## src/rtl/core/pal_composite_line_generator_top_assert.svh

```systemverilog
// Assertion macros for the PAL composite line generator.
`ifndef PAL_COMPOSITE_LINE_GENERATOR_TOP_ASSERT_SVH
`define PAL_COMPOSITE_LINE_GENERATOR_TOP_ASSERT_SVH

`ifndef SYNTHESIS

// a holds -> b holds in the same cycle
`define PCLG_ASSERT_IMPL(label, clk, rst_n, a, b) \
	label: assert property (@(posedge clk) disable iff (!(rst_n)) (a) |-> (b)) \
		else $error("pclg check failed");

// a holds -> b holds in the next cycle
`define PCLG_ASSERT_NEXT(label, clk, rst_n, a, b) \
	label: assert property (@(posedge clk) disable iff (!(rst_n)) (a) |=> (b)) \
		else $error("pclg check failed");

`else

`define PCLG_ASSERT_IMPL(label, clk, rst_n, a, b)
`define PCLG_ASSERT_NEXT(label, clk, rst_n, a, b)

`endif

`endif

```

## src/rtl/core/pclg_pkg.sv

```systemverilog
// Types and constants of the PAL composite line generator.
package pclg_pkg;

	localparam int POS_W    = 11;
	localparam int LINE_W   = 10;
	localparam int DAC_W    = 16;
	localparam int ROW_W    = 9;
	localparam int COL_W    = 10;
	localparam int CFG_IDX_W = 4;
	localparam int CFG_DAT_W = 16;

	typedef logic [POS_W-1:0]     pos_t;
	typedef logic [LINE_W-1:0]    line_t;
	typedef logic [DAC_W-1:0]     dac_t;
	typedef logic [ROW_W-1:0]     row_t;
	typedef logic [COL_W-1:0]     col_t;
	typedef logic [CFG_IDX_W-1:0] cfg_idx_t;
	typedef logic [CFG_DAT_W-1:0] cfg_dat_t;

	typedef enum logic [CFG_IDX_W-1:0] {
		REG_LINE_LENGTH   = 4'd0,
		REG_HSYNC_NORMAL  = 4'd1,
		REG_HSYNC_SHORT   = 4'd2,
		REG_HSYNC_LONG    = 4'd3,
		REG_BURST_OFFSET  = 4'd4,
		REG_ACTIVE_OFFSET = 4'd5,
		REG_SYNC_LEVEL    = 4'd6,
		REG_BLANK_LEVEL   = 4'd7
	} cfg_reg_t;

	localparam pos_t RST_LINE_LENGTH   = 11'd1132;
	localparam pos_t RST_HSYNC_NORMAL  = 11'd80;
	localparam pos_t RST_HSYNC_SHORT   = 11'd40;
	localparam pos_t RST_HSYNC_LONG    = 11'd484;
	localparam pos_t RST_BURST_OFFSET  = 11'd96;
	localparam pos_t RST_ACTIVE_OFFSET = 11'd184;
	localparam dac_t RST_SYNC_LEVEL    = 16'd0;
	localparam dac_t RST_BLANK_LEVEL   = 16'd18432;

	// burst amplitude = blank * BURST_MUL >> BURST_SHIFT (about 0.4707)
	localparam logic [7:0] BURST_MUL   = 8'd241;
	localparam int         BURST_SHIFT = 9;

	localparam line_t LAST_LINE     = 10'd624;
	localparam line_t REPAINT_LINE  = 10'd622;
	localparam line_t FIELD2_LINE   = 10'd313;
	localparam line_t ROW0_FIELD1   = 10'd23;
	localparam line_t ROW0_FIELD2   = 10'd335;

endpackage

```

## src/rtl/core/pclg_in_if.sv

```systemverilog
// Video sample input channel.
interface pclg_in_if;
	import pclg_pkg::*;

	logic valid;
	logic ready;
	dac_t video_sample;

	modport source (output valid, output video_sample, input ready);
	modport sink   (input valid, input video_sample, output ready);
endinterface

```

## src/rtl/core/pclg_out_if.sv

```systemverilog
// Composite sample output channel.
interface pclg_out_if;
	import pclg_pkg::*;

	logic valid;
	logic ready;
	dac_t dac_sample;
	logic pixel_used;
	row_t pixel_row;
	col_t pixel_column;
	logic odd_field;
	logic repaint_pulse;

	modport source (output valid, output dac_sample, output pixel_used, output pixel_row,
		output pixel_column, output odd_field, output repaint_pulse, input ready);
	modport sink   (input valid, input dac_sample, input pixel_used, input pixel_row,
		input pixel_column, input odd_field, input repaint_pulse, output ready);
endinterface

```

## src/rtl/core/pclg_cfg_if.sv

```systemverilog
// Configuration write channel.
interface pclg_cfg_if;
	import pclg_pkg::*;

	logic     valid;
	logic     ready;
	cfg_idx_t index;
	cfg_dat_t data;

	modport source (output valid, output index, output data, input ready);
	modport sink   (input valid, input index, input data, output ready);
endinterface

```

## src/rtl/core/pal_composite_line_generator_top.sv

```systemverilog
// PAL composite line generator: sync, burst and picture overlay, one sample per item.
//
//   channel    dir  payload
//   video_in   in   video_sample
//   video_out  out  dac_sample, pixel_used, pixel_row, pixel_column, odd_field, repaint_pulse
//   cfg        in   index, data (write only, always ready)
//
// One item per cycle sustained while the output is not stalled; from accept to result an item
// passes through the input register (position snapshot) and the result register.
// Reset puts the counters at line 0, sample 0 and loads the default registers.
// A stalled result holds the result register; input ready drops only when both
// stages are full.
`include "pal_composite_line_generator_top_assert.svh"

module pal_composite_line_generator_top #(
	parameter int ACTIVE_SAMPLES = 920,
	parameter int BURST_SAMPLES  = 40
) (
	input  logic          clk,
	input  logic          arst_n,
	pclg_in_if.sink       video_in,
	pclg_out_if.source    video_out,
	pclg_cfg_if.sink      cfg
);
	import pclg_pkg::*;

	localparam logic [POS_W:0] ACT_LEN   = (POS_W+1)'(ACTIVE_SAMPLES);
	localparam logic [POS_W:0] BURST_LEN = (POS_W+1)'(BURST_SAMPLES);

	pos_t line_length_q, hsync_normal_q, hsync_short_q, hsync_long_q;
	pos_t burst_offset_q, active_offset_q;
	dac_t sync_level_q, blank_level_q;

	pos_t  pos_q;
	line_t line_q;

	logic  v_s1;
	dac_t  video_s1;
	pos_t  pos_s1;
	line_t line_s1;

	logic  v_s2;
	dac_t  dac_s2;
	logic  used_s2;
	row_t  row_s2;
	col_t  col_s2;
	logic  odd_s2;
	logic  repaint_s2;

	logic in_fire, adv;

	assign cfg.ready       = 1'b1;
	assign adv             = !v_s2 || video_out.ready;
	assign video_in.ready  = !v_s1 || adv;
	assign in_fire         = video_in.valid && video_in.ready;

	// configuration registers
	always_ff @(posedge clk or negedge arst_n) begin
		if (!arst_n) begin
			line_length_q   <= RST_LINE_LENGTH;
			hsync_normal_q  <= RST_HSYNC_NORMAL;
			hsync_short_q   <= RST_HSYNC_SHORT;
			hsync_long_q    <= RST_HSYNC_LONG;
			burst_offset_q  <= RST_BURST_OFFSET;
			active_offset_q <= RST_ACTIVE_OFFSET;
			sync_level_q    <= RST_SYNC_LEVEL;
			blank_level_q   <= RST_BLANK_LEVEL;
		end else if (cfg.valid) begin
			case (cfg_reg_t'(cfg.index))
				REG_LINE_LENGTH:   line_length_q   <= cfg.data[POS_W-1:0];
				REG_HSYNC_NORMAL:  hsync_normal_q  <= cfg.data[POS_W-1:0];
				REG_HSYNC_SHORT:   hsync_short_q   <= cfg.data[POS_W-1:0];
				REG_HSYNC_LONG:    hsync_long_q    <= cfg.data[POS_W-1:0];
				REG_BURST_OFFSET:  burst_offset_q  <= cfg.data[POS_W-1:0];
				REG_ACTIVE_OFFSET: active_offset_q <= cfg.data[POS_W-1:0];
				REG_SYNC_LEVEL:    sync_level_q    <= cfg.data;
				REG_BLANK_LEVEL:   blank_level_q   <= cfg.data;
				default: ;
			endcase
		end
	end

	// sample and line counters
	logic [POS_W:0] pos_inc;
	assign pos_inc = {1'b0, pos_q} + 1'b1;

	always_ff @(posedge clk or negedge arst_n) begin
		if (!arst_n) begin
			pos_q  <= '0;
			line_q <= '0;
		end else if (in_fire) begin
			if (pos_inc >= {1'b0, line_length_q}) begin
				pos_q  <= '0;
				line_q <= (line_q >= LAST_LINE) ? '0 : line_q + 1'b1;
			end else begin
				pos_q <= pos_inc[POS_W-1:0];
			end
		end
	end

	// input register
	always_ff @(posedge clk or negedge arst_n) begin
		if (!arst_n) begin
			v_s1 <= 1'b0;
		end else if (video_in.ready) begin
			v_s1 <= video_in.valid;
		end
	end

	always_ff @(posedge clk) begin
		if (in_fire) begin
			video_s1 <= video_in.video_sample;
			pos_s1   <= pos_q;
			line_s1  <= line_q;
		end
	end

	// line schedule
	pos_t  start_w, half_w;
	logic  has_burst, has_pic;
	line_t row_base;

	always_comb begin
		start_w   = hsync_short_q;
		half_w    = '0;
		has_burst = 1'b0;
		has_pic   = 1'b0;
		row_base  = ROW0_FIELD1;
		case (line_s1) inside
			[10'd0:10'd1]: begin
				start_w = hsync_long_q;
				half_w  = hsync_long_q;
			end
			10'd2: begin
				start_w = hsync_long_q;
				half_w  = hsync_short_q;
			end
			[10'd3:10'd4], [10'd310:10'd311], [10'd315:10'd316]: begin
				half_w = hsync_short_q;
			end
			[10'd5:10'd22], [10'd318:10'd334]: begin
				start_w   = hsync_normal_q;
				has_burst = 1'b1;
			end
			[10'd23:10'd309]: begin
				start_w   = hsync_normal_q;
				has_burst = 1'b1;
				has_pic   = 1'b1;
			end
			10'd312: begin
				half_w = hsync_long_q;
			end
			[10'd313:10'd314]: begin
				start_w = hsync_long_q;
				half_w  = hsync_long_q;
			end
			10'd317: begin
				start_w = hsync_short_q;
			end
			[10'd335:10'd621]: begin
				start_w   = hsync_normal_q;
				has_burst = 1'b1;
				has_pic   = 1'b1;
				row_base  = ROW0_FIELD2;
			end
			10'd622: begin
				start_w   = hsync_normal_q;
				has_burst = 1'b1;
				half_w    = hsync_short_q;
			end
			default: begin
				half_w = hsync_short_q;
			end
		endcase
	end

	// layers: blanking, start pulse, burst, picture, half-line pulse
	pos_t  half_pt, burst_diff, act_diff, half_diff;
	logic  in_burst, in_pic, in_half, burst_neg;
	logic [DAC_W+7:0] amp_prod;
	logic [DAC_W:0]   burst_hi;
	dac_t  amp, dac_c;
	line_t row_full;

	assign half_pt    = {1'b0, line_length_q[POS_W-1:3], 2'b00};
	assign burst_diff = pos_s1 - burst_offset_q;
	assign act_diff   = pos_s1 - active_offset_q;
	assign half_diff  = pos_s1 - half_pt;
	assign in_burst   = has_burst && (pos_s1 >= burst_offset_q)
		&& ({1'b0, burst_diff} < BURST_LEN);
	assign in_pic     = has_pic && (pos_s1 >= active_offset_q)
		&& ({1'b0, act_diff} < ACT_LEN);
	assign in_half    = (half_w != '0) && (pos_s1 >= half_pt) && (half_diff < half_w);
	assign burst_neg  = line_s1[0] ? burst_diff[1] : !(burst_diff[1] ^ burst_diff[0]);
	assign amp_prod   = blank_level_q * BURST_MUL;
	assign amp        = DAC_W'(amp_prod >> BURST_SHIFT);
	assign burst_hi   = {1'b0, blank_level_q} + {1'b0, amp};
	assign row_full   = line_s1 - row_base;

	always_comb begin
		dac_c = blank_level_q;
		if (pos_s1 < start_w)
			dac_c = sync_level_q;
		if (in_burst) begin
			if (burst_neg)
				dac_c = blank_level_q - amp;
			else
				dac_c = burst_hi[DAC_W] ? '1 : burst_hi[DAC_W-1:0];
		end
		if (in_pic)
			dac_c = video_s1;
		if (in_half)
			dac_c = sync_level_q;
	end

	// result register
	always_ff @(posedge clk or negedge arst_n) begin
		if (!arst_n) begin
			v_s2 <= 1'b0;
		end else if (adv) begin
			v_s2 <= v_s1;
		end
	end

	always_ff @(posedge clk) begin
		if (adv && v_s1) begin
			dac_s2     <= dac_c;
			used_s2    <= in_pic;
			row_s2     <= in_pic ? row_full[ROW_W-1:0] : '0;
			col_s2     <= in_pic ? act_diff[COL_W-1:0] : '0;
			odd_s2     <= line_s1 >= FIELD2_LINE;
			repaint_s2 <= (line_s1 == REPAINT_LINE) && (pos_s1 == '0);
		end
	end

	assign video_out.valid         = v_s2;
	assign video_out.dac_sample    = dac_s2;
	assign video_out.pixel_used    = used_s2;
	assign video_out.pixel_row     = row_s2;
	assign video_out.pixel_column  = col_s2;
	assign video_out.odd_field     = odd_s2;
	assign video_out.repaint_pulse = repaint_s2;

	`PCLG_ASSERT_IMPL(a_line_range, clk, arst_n, 1'b1, line_q <= LAST_LINE)
	`PCLG_ASSERT_IMPL(a_repaint_field, clk, arst_n, v_s2 && repaint_s2, odd_s2 && !used_s2)
	`PCLG_ASSERT_NEXT(a_result_follows, clk, arst_n, v_s1 && adv, v_s2)

endmodule
```

## src/flat_wrapper.sv

```systemverilog
// flat-port wrapper written by rule: the top's interface ports become plain ports
module pal_composite_line_generator_top_flat import pclg_pkg::*;
#(
	parameter int ACTIVE_SAMPLES = 920,
	parameter int BURST_SAMPLES  = 40
)
  (clk, arst_n, video_in_valid, video_in_video_sample, video_in_ready, video_out_valid, video_out_dac_sample, video_out_pixel_used, video_out_pixel_row, video_out_pixel_column, video_out_odd_field, video_out_repaint_pulse, video_out_ready, cfg_valid, cfg_index, cfg_data, cfg_ready);
  pclg_in_if video_in_i ();
  pclg_out_if video_out_i ();
  pclg_cfg_if cfg_i ();
  input  logic clk;
  input  logic arst_n;
  input wire logic [$bits(video_in_i.valid)-1:0] video_in_valid;
  input wire logic [$bits(video_in_i.video_sample)-1:0] video_in_video_sample;
  output wire logic [$bits(video_in_i.ready)-1:0] video_in_ready;
  output wire logic [$bits(video_out_i.valid)-1:0] video_out_valid;
  output wire logic [$bits(video_out_i.dac_sample)-1:0] video_out_dac_sample;
  output wire logic [$bits(video_out_i.pixel_used)-1:0] video_out_pixel_used;
  output wire logic [$bits(video_out_i.pixel_row)-1:0] video_out_pixel_row;
  output wire logic [$bits(video_out_i.pixel_column)-1:0] video_out_pixel_column;
  output wire logic [$bits(video_out_i.odd_field)-1:0] video_out_odd_field;
  output wire logic [$bits(video_out_i.repaint_pulse)-1:0] video_out_repaint_pulse;
  input wire logic [$bits(video_out_i.ready)-1:0] video_out_ready;
  input wire logic [$bits(cfg_i.valid)-1:0] cfg_valid;
  input wire logic [$bits(cfg_i.index)-1:0] cfg_index;
  input wire logic [$bits(cfg_i.data)-1:0] cfg_data;
  output wire logic [$bits(cfg_i.ready)-1:0] cfg_ready;
  assign video_in_i.valid = video_in_valid;
  assign video_in_i.video_sample = video_in_video_sample;
  assign video_in_ready = video_in_i.ready;
  assign video_out_valid = video_out_i.valid;
  assign video_out_dac_sample = video_out_i.dac_sample;
  assign video_out_pixel_used = video_out_i.pixel_used;
  assign video_out_pixel_row = video_out_i.pixel_row;
  assign video_out_pixel_column = video_out_i.pixel_column;
  assign video_out_odd_field = video_out_i.odd_field;
  assign video_out_repaint_pulse = video_out_i.repaint_pulse;
  assign video_out_i.ready = video_out_ready;
  assign cfg_i.valid = cfg_valid;
  assign cfg_i.index = cfg_index;
  assign cfg_i.data = cfg_data;
  assign cfg_ready = cfg_i.ready;
  pal_composite_line_generator_top #(.ACTIVE_SAMPLES(ACTIVE_SAMPLES), .BURST_SAMPLES(BURST_SAMPLES)) u_core (.clk(clk), .arst_n(arst_n), .video_in(video_in_i), .video_out(video_out_i), .cfg(cfg_i));
endmodule
```

## config.mk

```make
export PLATFORM = sky130hd
export DESIGN_NAME = pal_composite_line_generator_top_flat
export DESIGN_NICKNAME = d
export VERILOG_FILES = /design/src/rtl/core/pclg_pkg.sv /design/src/rtl/core/pclg_in_if.sv /design/src/rtl/core/pclg_out_if.sv /design/src/rtl/core/pclg_cfg_if.sv /design/src/rtl/core/pal_composite_line_generator_top.sv /design/src/flat_wrapper.sv
export VERILOG_INCLUDE_DIRS = /design/src /design/src/rtl/core
export SDC_FILE = /design/constraint.sdc
export NUM_CORES = 1
export LEC_CHECK = 0
export BUFFER_PORTS_ARGS = -buffer_cell sky130_fd_sc_hd__clkbuf_2
export CELL_PAD_IN_SITES_DETAIL_PLACEMENT = 0
export CELL_PAD_IN_SITES_GLOBAL_PLACEMENT = 2
export CORE_ASPECT_RATIO = 0.8
export CORE_MARGIN = 4
export CORE_UTILIZATION = 41
export DETAILED_ROUTE_END_ITERATION = 10
export PLACE_DENSITY_LB_ADDON = 0.15
export RECOVER_POWER = 50
export SLEW_MARGIN = 20
export SYNTH_ARGS = -nofsm -noshare
export SYNTH_HDL_FRONTEND = slang
export SYNTH_SLANG_ARGS = --single-unit
```

## constraint.sdc

```tcl
create_clock -name clk -period 8.25 [get_ports clk]
set_input_delay 0.825 -clock clk [delete_from_list [all_inputs] [get_ports clk]]
set_output_delay 0.825 -clock clk [all_outputs]
set_load 0.005 [all_outputs]
```

[After elaboration in Yosys (flattened, before gate mapping)]
Cells that the tools add are included.
W data, S select, Z words.
Storage, ports and cells
  register bits after elaboration: 196
  bits of input ports: 41
  logic and storage cells: 162
Cells by class
  add/subtract/negate cells: 8
  $mul: 1
  order comparisons: 27
  equal/unequal tests: 11
  mux-type cells: 56
  bitwise operators: 1
  reductions and logical operators: 37
Operators with widths (count)
  $mux W11: 20
  $mux W16: 6
  $mux W9: 9
  $ge A10 B9 Y1 const B: 5
  $le A10 B9 Y1 const B: 5
  $mul A16 B8 Y24 const B: 1
  $ge A11 B11 Y1: 2
  $lt A11 B11 Y1: 2
  $sub A11 B11 Y11: 2
  $eq A10 B9 Y1 const B: 2
  $mux W1: 20
  $logic_and A1 B1 Y1: 18
  $reduce_and A2 Y1: 9
  $add A16 B15 Y17: 1
  $eq A4 B3 Y1 const B: 4
  $sub A16 B15 Y16: 1
  $add A11 B1 Y12 const B: 1
  $ge A12 B11 Y1: 1
  $ge A11 B10 Y1: 1
  $logic_not A11 Y1: 1
  $lt A11 B10 Y1 const B: 1
  $lt A11 B6 Y1 const B: 1
  $reduce_bool A11 Y1: 1
  $sub A11 B10 Y11: 1
  other kinds (22): 26

[Logic depth before layout (Yosys ltp)]
  word-level depth: 16
  mapped depth: 28
  depth with buffers taken out: 27

[Worst setup path after synthesis]
No wires, ideal clock.
  path kind: reg2reg
  start point: register u_core.blank_level_q[1]
  end point: register u_core.dac_s2[10], in the netlist u_core.video_out.dac_sample[10], data pin
  arrival: 6108 ps
  required time: 7980 ps
  setup slack: 1872 ps
  cell stages (with the launch flop): 29
  cell sequence: dfrtp_1 -> inv_1 -> fa_1 -> inv_1 -> fa_1 -> fa_1 -> ha_1 -> ha_1 -> nand2_1 -> o21ai_0 -> or2_2 -> a21o_1 -> a21oi_1 -> nor2b_1 -> nor2_1 -> o21bai_1 -> xor2_1 -> ha_1 -> or2_2 -> a21oi_1 -> a21o_1 -> o21ai_0 -> o21ai_0 -> nor4bb_1 -> buf_2 -> buf_2 -> nand2_1 -> o221ai_1 -> a21oi_1
On the way
  word-level cells in the longest chain between the ends: 7
Ends and longest elaborated chain
  start, declared: RTL line pal_composite_line_generator_top.sv:32  | dac_t sync_level_q, blank_level_q;
  start signal, assigned: RTL line pal_composite_line_generator_top.sv:77  | REG_BLANK_LEVEL: blank_level_q <= cfg.data;
  $mul A16 B8 Y24: RTL line pal_composite_line_generator_top.sv:195  | assign amp_prod = blank_level_q * BURST_MUL;
  $add A16 B15 Y17: RTL line pal_composite_line_generator_top.sv:197  | assign burst_hi = {1'b0, blank_level_q} + {1'b0, amp};
  $mux W16: RTL line pal_composite_line_generator_top.sv:208  | dac_c = burst_hi[DAC_W] ? '1 : burst_hi[DAC_W-1:0];
  $mux W16 *: RTL line pal_composite_line_generator_top.sv:205  | if (burst_neg)
  $mux W16 *: RTL line pal_composite_line_generator_top.sv:204  | if (in_burst) begin
  $mux W16 *: RTL line pal_composite_line_generator_top.sv:210  | if (in_pic)
  $mux W16 *: RTL line pal_composite_line_generator_top.sv:212  | if (in_half)
  named net u_core.dac_c[10]: RTL line pal_composite_line_generator_top.sv:182  | dac_t amp, dac_c;
  end signal, assigned: RTL line pal_composite_line_generator_top.sv:227  | dac_s2 <= dac_c;
  end, declared: RTL line pal_composite_line_generator_top.sv:43  | dac_t dac_s2;
The timed path passes the listed nets; every way through them passes the cells marked *.
A chain may end at the register's enable or synchronous reset.

[Worst setup path in the final report]
  start point: register u_core.blank_level_q[1]
  end point: register u_core.dac_s2[7], in the netlist u_core.video_out.dac_sample[7], data pin
Same word-level chain as after synthesis.

==> impl_summary.txt <==
----------------------------------------------------
[Outcome]
  Run status ... complete, but fails checks
  Violations in the final reports ... max-capacitance violations, max-slew violations

[STA]
  Maximum achievable frequency ... 0.135 GHz
  Total setup violations reported at the end of the flow ... 0
  Period utilization ... 0.895
  Remaining max-slew budget at the tightest pin ... -1.55
  Setup repair after global routing missed its margin ... no
  Pin slew with the least headroom to its limit ... 3830 ps
  Worst clock skew ... 16.1 ps
  Count of endpoints failing hold in the final timing report ... 0
  TNS Setup ... 0 ps
  Time the worst path needs with I/O delays and setup ... 7390 ps
  Number of max-slew violations in the final report ... 185

[Worst setup path]
  Worst setup path class ... reg2reg
  Setup slack, reg-to-reg ... 860 ps
  Worst-path cell with the longest stage delay ... nor4bb_2
  Reg-to-Reg End ... u_core.video_out.dac_sample[7]$_DFFE_PP_
  Buffering stage count on the worst path with inverters included ... 3
  Origin of the critical flop-to-flop path ... u_core.blank_level_q[1]$_DFFE_PN0P_
  Required time at the endpoint of the critical path ... 8420 ps
  Crit path max-delay family ... adder cells
  Maximum fanout along the worst path ... 12
  Slowest stage delay, CP ... 590 ps
  Critical Path AT ... 7560 ps
  Worst Reg-to-Reg Cells ... 27
  Critical path launch point type ... register
  Capturing element type of the critical path ... register

[Logic synthesis]
  Synth async-reset ratio ... 0.617
  Warnings from Yosys ... 0
  Post-synth EDFFs ... 75
  Most used flip-flop cell after synthesis ... dfrtp_1
  Combined area of all synthesized cells ... 14500 um^2
  Avg Cell Area, Syn ... 9.99 um^2
  Number of synthesized register bits ... 196
  Sequential-to-total area share from yosys stat ... 0.366
  Count of distinct cell types in the synthesized netlist ... 80
  Net Count, Synth ... 1682
  Gate Count Post-Synth ... 1450

[Layout]
  Area overhead of the layout relative to synthesis ... 10.1%
  Share of layout cells above drive strength 1 ... 0.144
  Final antenna diode count ... 0
  Net count reported at finish ... 1745
  Post-route core utilization ... 0.458

[Route]
  Routed via count divided by cell count ... 5.58
  Length of the first detailed-routing pass in iterations ... 5
  Violation count after the first detailed-route iteration ... 917
  Total vias in the final route ... 11200
  DRC violation count after routing ... 0
  Antenna Nets Post-Route ... 0
  Final wirelength ... 41100 um
  Routed wire per std cell ... 20.6 um

[CTS]
  Number of buffers added to fix hold violations after cts ... 0
  Worst-path clk slew ... 80 ps
  TritonCTS clock tree ... built
  Buffers from clock root to sink, at most ... 2
  CTS buffer count ... 17
  Buffer cell driving the clock tree root ... clkbuf_16
  Setup fix buffers added after clock tree synthesis ... 0
  Count of H-tree levels built during CTS ... 4
  Clock network latency to the later pin of the worst-skew pair ... 470 ps
  Clock sinks ... 196
  Number of gates resized after cts ... 0

[Floorplan]
  Die width ... 218 um
  Top-level port count ... 82
  Full die area ... 38400 um^2
  Rows ... 61
  Initial cell density of the core ... 0.416
  Height of the die ... 176 um
  Core area ... 34800 um^2

[Worst hold path]
  Hold path endpoint ... u_core.video_out.valid$_DFFE_PN0P_
  Hold depth ... 1
  Min-delay src ... u_core.v_s1$_DFFE_PN0N_
  Worst hold path class ... reg2reg

[Global route]
  Wire length of the first global-routing pass ... 64300 um
  Antenna violations before repair ... 0
  Remaining Overflow, GRT ... 0
  Overall track demand over capacity in global routing ... 0.216
  Via count of the first global-routing pass ... 10700
  Pin count of the biggest net entering global routing ... 70

[Placement]
  Detailed Place HPWL ... 30600 um
  Placer congestion estimate ... 0.855
  Buffers on Ports ... 80

[Flow run]
  Count of max-cap constraint violations ... 4

----------------------------------------------------
area by class of cell:
type / count / area [um^2]
timing repair buffer: 94 / 450
sequential: 196 / 5310
inverter: 125 / 469
fill: 3423 / 18800
tap: 472 / 591
clock buffer: 17 / 425
clock inverter: 15 / 189
multi-input combinational: 1079 / 8520
metal layers:
| layer | up-vias | track usage | routed length (um) |
|---|---|---|---|
| li1 | 5371 | - | - |
| met1 | 5482 | 0.353 | 22100 |
| met5 | - | 0 | 0 |
| met4 | 0 | 0.0432 | 455 |
| met3 | 28 | 0.0435 | 2340 |
| met2 | 275 | 0.292 | 16300 |
worst reg2reg max path, cell delays in order (launching register included):
cell	delay, ps
dfrtp_1	570
inv_1	140
fa_1	540
inv_1	50
fa_1	530
fa_1	420
ha_1	310
ha_1	310
nand2_1	60
o21ai_0	130
or2_2	330
a21o_1	200
a21oi_1	220
nor2b_1	90
nor2_1	150
o21bai_1	130
xor2_1	170
ha_1	370
or2_2	310
a21oi_1	240
a21o_1	140
o21ai_0	210
o21ai_0	220
nor4bb_2	590
buf_4	340
nand2_1	100
o221ai_1	80
a21oi_1	130
layout by cell type (no fill, tap or decap), types with 12 or more instances in the layout:
master,instances
nor2_1,119
a22oi_1,12
o31ai_1,12
a211oi_1,14
nor4_1,12
dfstp_2,22
nand4_1,14
edfxtp_1,75
a21oi_1,80
a21o_1,23
inv_1,124
xor2_1,29
mux2_2,81
o22ai_1,12
nand3_1,28
and3_1,12
xnor2_1,37
o21ai_0,83
clkbuf_1,36
nor2b_1,25
o221ai_1,16
ha_1,148
clkbuf_16,17
fa_1,43
dfrtp_1,99
nor3_1,33
nand2_1,84
nand2b_1,18
clkbuf_2,48
metrics by stage:
stage / instances / hold WS (ps) / setup slack (ps) / instance area [um^2]
3_3_place_gp: 1966 / 466 / 978 / 15400
3_5_place_dp: 1966 / 471 / 886 / 15400
6_report: 1998 / 484 / 864 / 16000
4_1_cts: 1998 / 442 / 873 / 16000
5_1_grt: 1998 / 506 / 312 / 16000
2_1_floorplan: 1450 / 449 / 1870 / 14500
flip-flops by register name, indices dropped and copies added, names as in the netlist, 11 cells and up:
name	count
u_core.pos_q	11
u_core.burst_offset_q	11
u_core.pos_s1	11
u_core.video_out.dac_sample	16
u_core.hsync_long_q	11
u_core.line_length_q	11
u_core.video_s1	16
u_core.blank_level_q	16
u_core.sync_level_q	16
u_core.hsync_normal_q	11
u_core.hsync_short_q	11
u_core.active_offset_q	11
logic make-up after synthesis:
family | count (synthesis) | synth area share
AND/OR/NAND/NOR | 390 | 0.133
AO/OA/AOI/OAI | 345 | 0.159
flip-flops | 196 | 0.366
adder cells (fa/ha/maj) | 191 | 0.187
buffers and inverters | 175 | 0.0473
multiplexers | 85 | 0.0657
XOR/XNOR | 67 | 0.0405
other | 1 | 0.000259
cell usage after synthesis (6+ instances only):
cell	number	area [um^2]
o22ai_1	12	75.1
a22oi_1	12	90.1
ha_1	148	1850
nor2b_1	25	156
nor3_1	33	165
o221ai_1	16	140
o31ai_1	12	90.1
a21o_1	23	173
o211ai_1	6	45.0
nand3_1	28	140
a22o_1	6	52.6
clkbuf_1	36	135
xnor2_1	38	333
a31oi_1	11	68.8
nand4_1	14	87.6
and3_1	12	75.1
o41ai_1	8	70.1
nand2_1	84	315
o21ai_0	83	415
edfxtp_1	75	2250
buf_2	7	35.0
o21bai_1	10	75.1
inv_1	125	469
nand2b_1	18	113
a211oi_1	14	105
or2_2	8	50.1
a21oi_1	80	400
dfrtp_1	99	2480
dfstp_2	22	578
nor4_1	12	75.1
xor2_1	29	254
fa_1	43	861
mux2_2	81	912
nor2_1	120	450
worst max-delay path by stage:
stage                                             start                                   endpoint  slack (ps)  cells after the start
finish              u_core.blank_level_q[1]$_DFFE_PN0P_   u_core.video_out.dac_sample[7]$_DFFE_PP_         860                     27
global route        u_core.blank_level_q[1]$_DFFE_PN0P_   u_core.video_out.dac_sample[9]$_DFFE_PP_         310                     27
CTS                 u_core.blank_level_q[1]$_DFFE_PN0P_   u_core.video_out.dac_sample[9]$_DFFE_PP_         870                     27
detailed placement  u_core.blank_level_q[1]$_DFFE_PN0P_   u_core.video_out.dac_sample[9]$_DFFE_PP_         890                     27
global placement    u_core.blank_level_q[1]$_DFFE_PN0P_   u_core.video_out.dac_sample[1]$_DFFE_PP_         980                     27
floorplan           u_core.blank_level_q[1]$_DFFE_PN0P_  u_core.video_out.dac_sample[10]$_DFFE_PP_        1870                     28
Power is left out: the tool's default activity adds up to more than one toggle a clock period on the data nets, which glitch-free logic cannot reach.
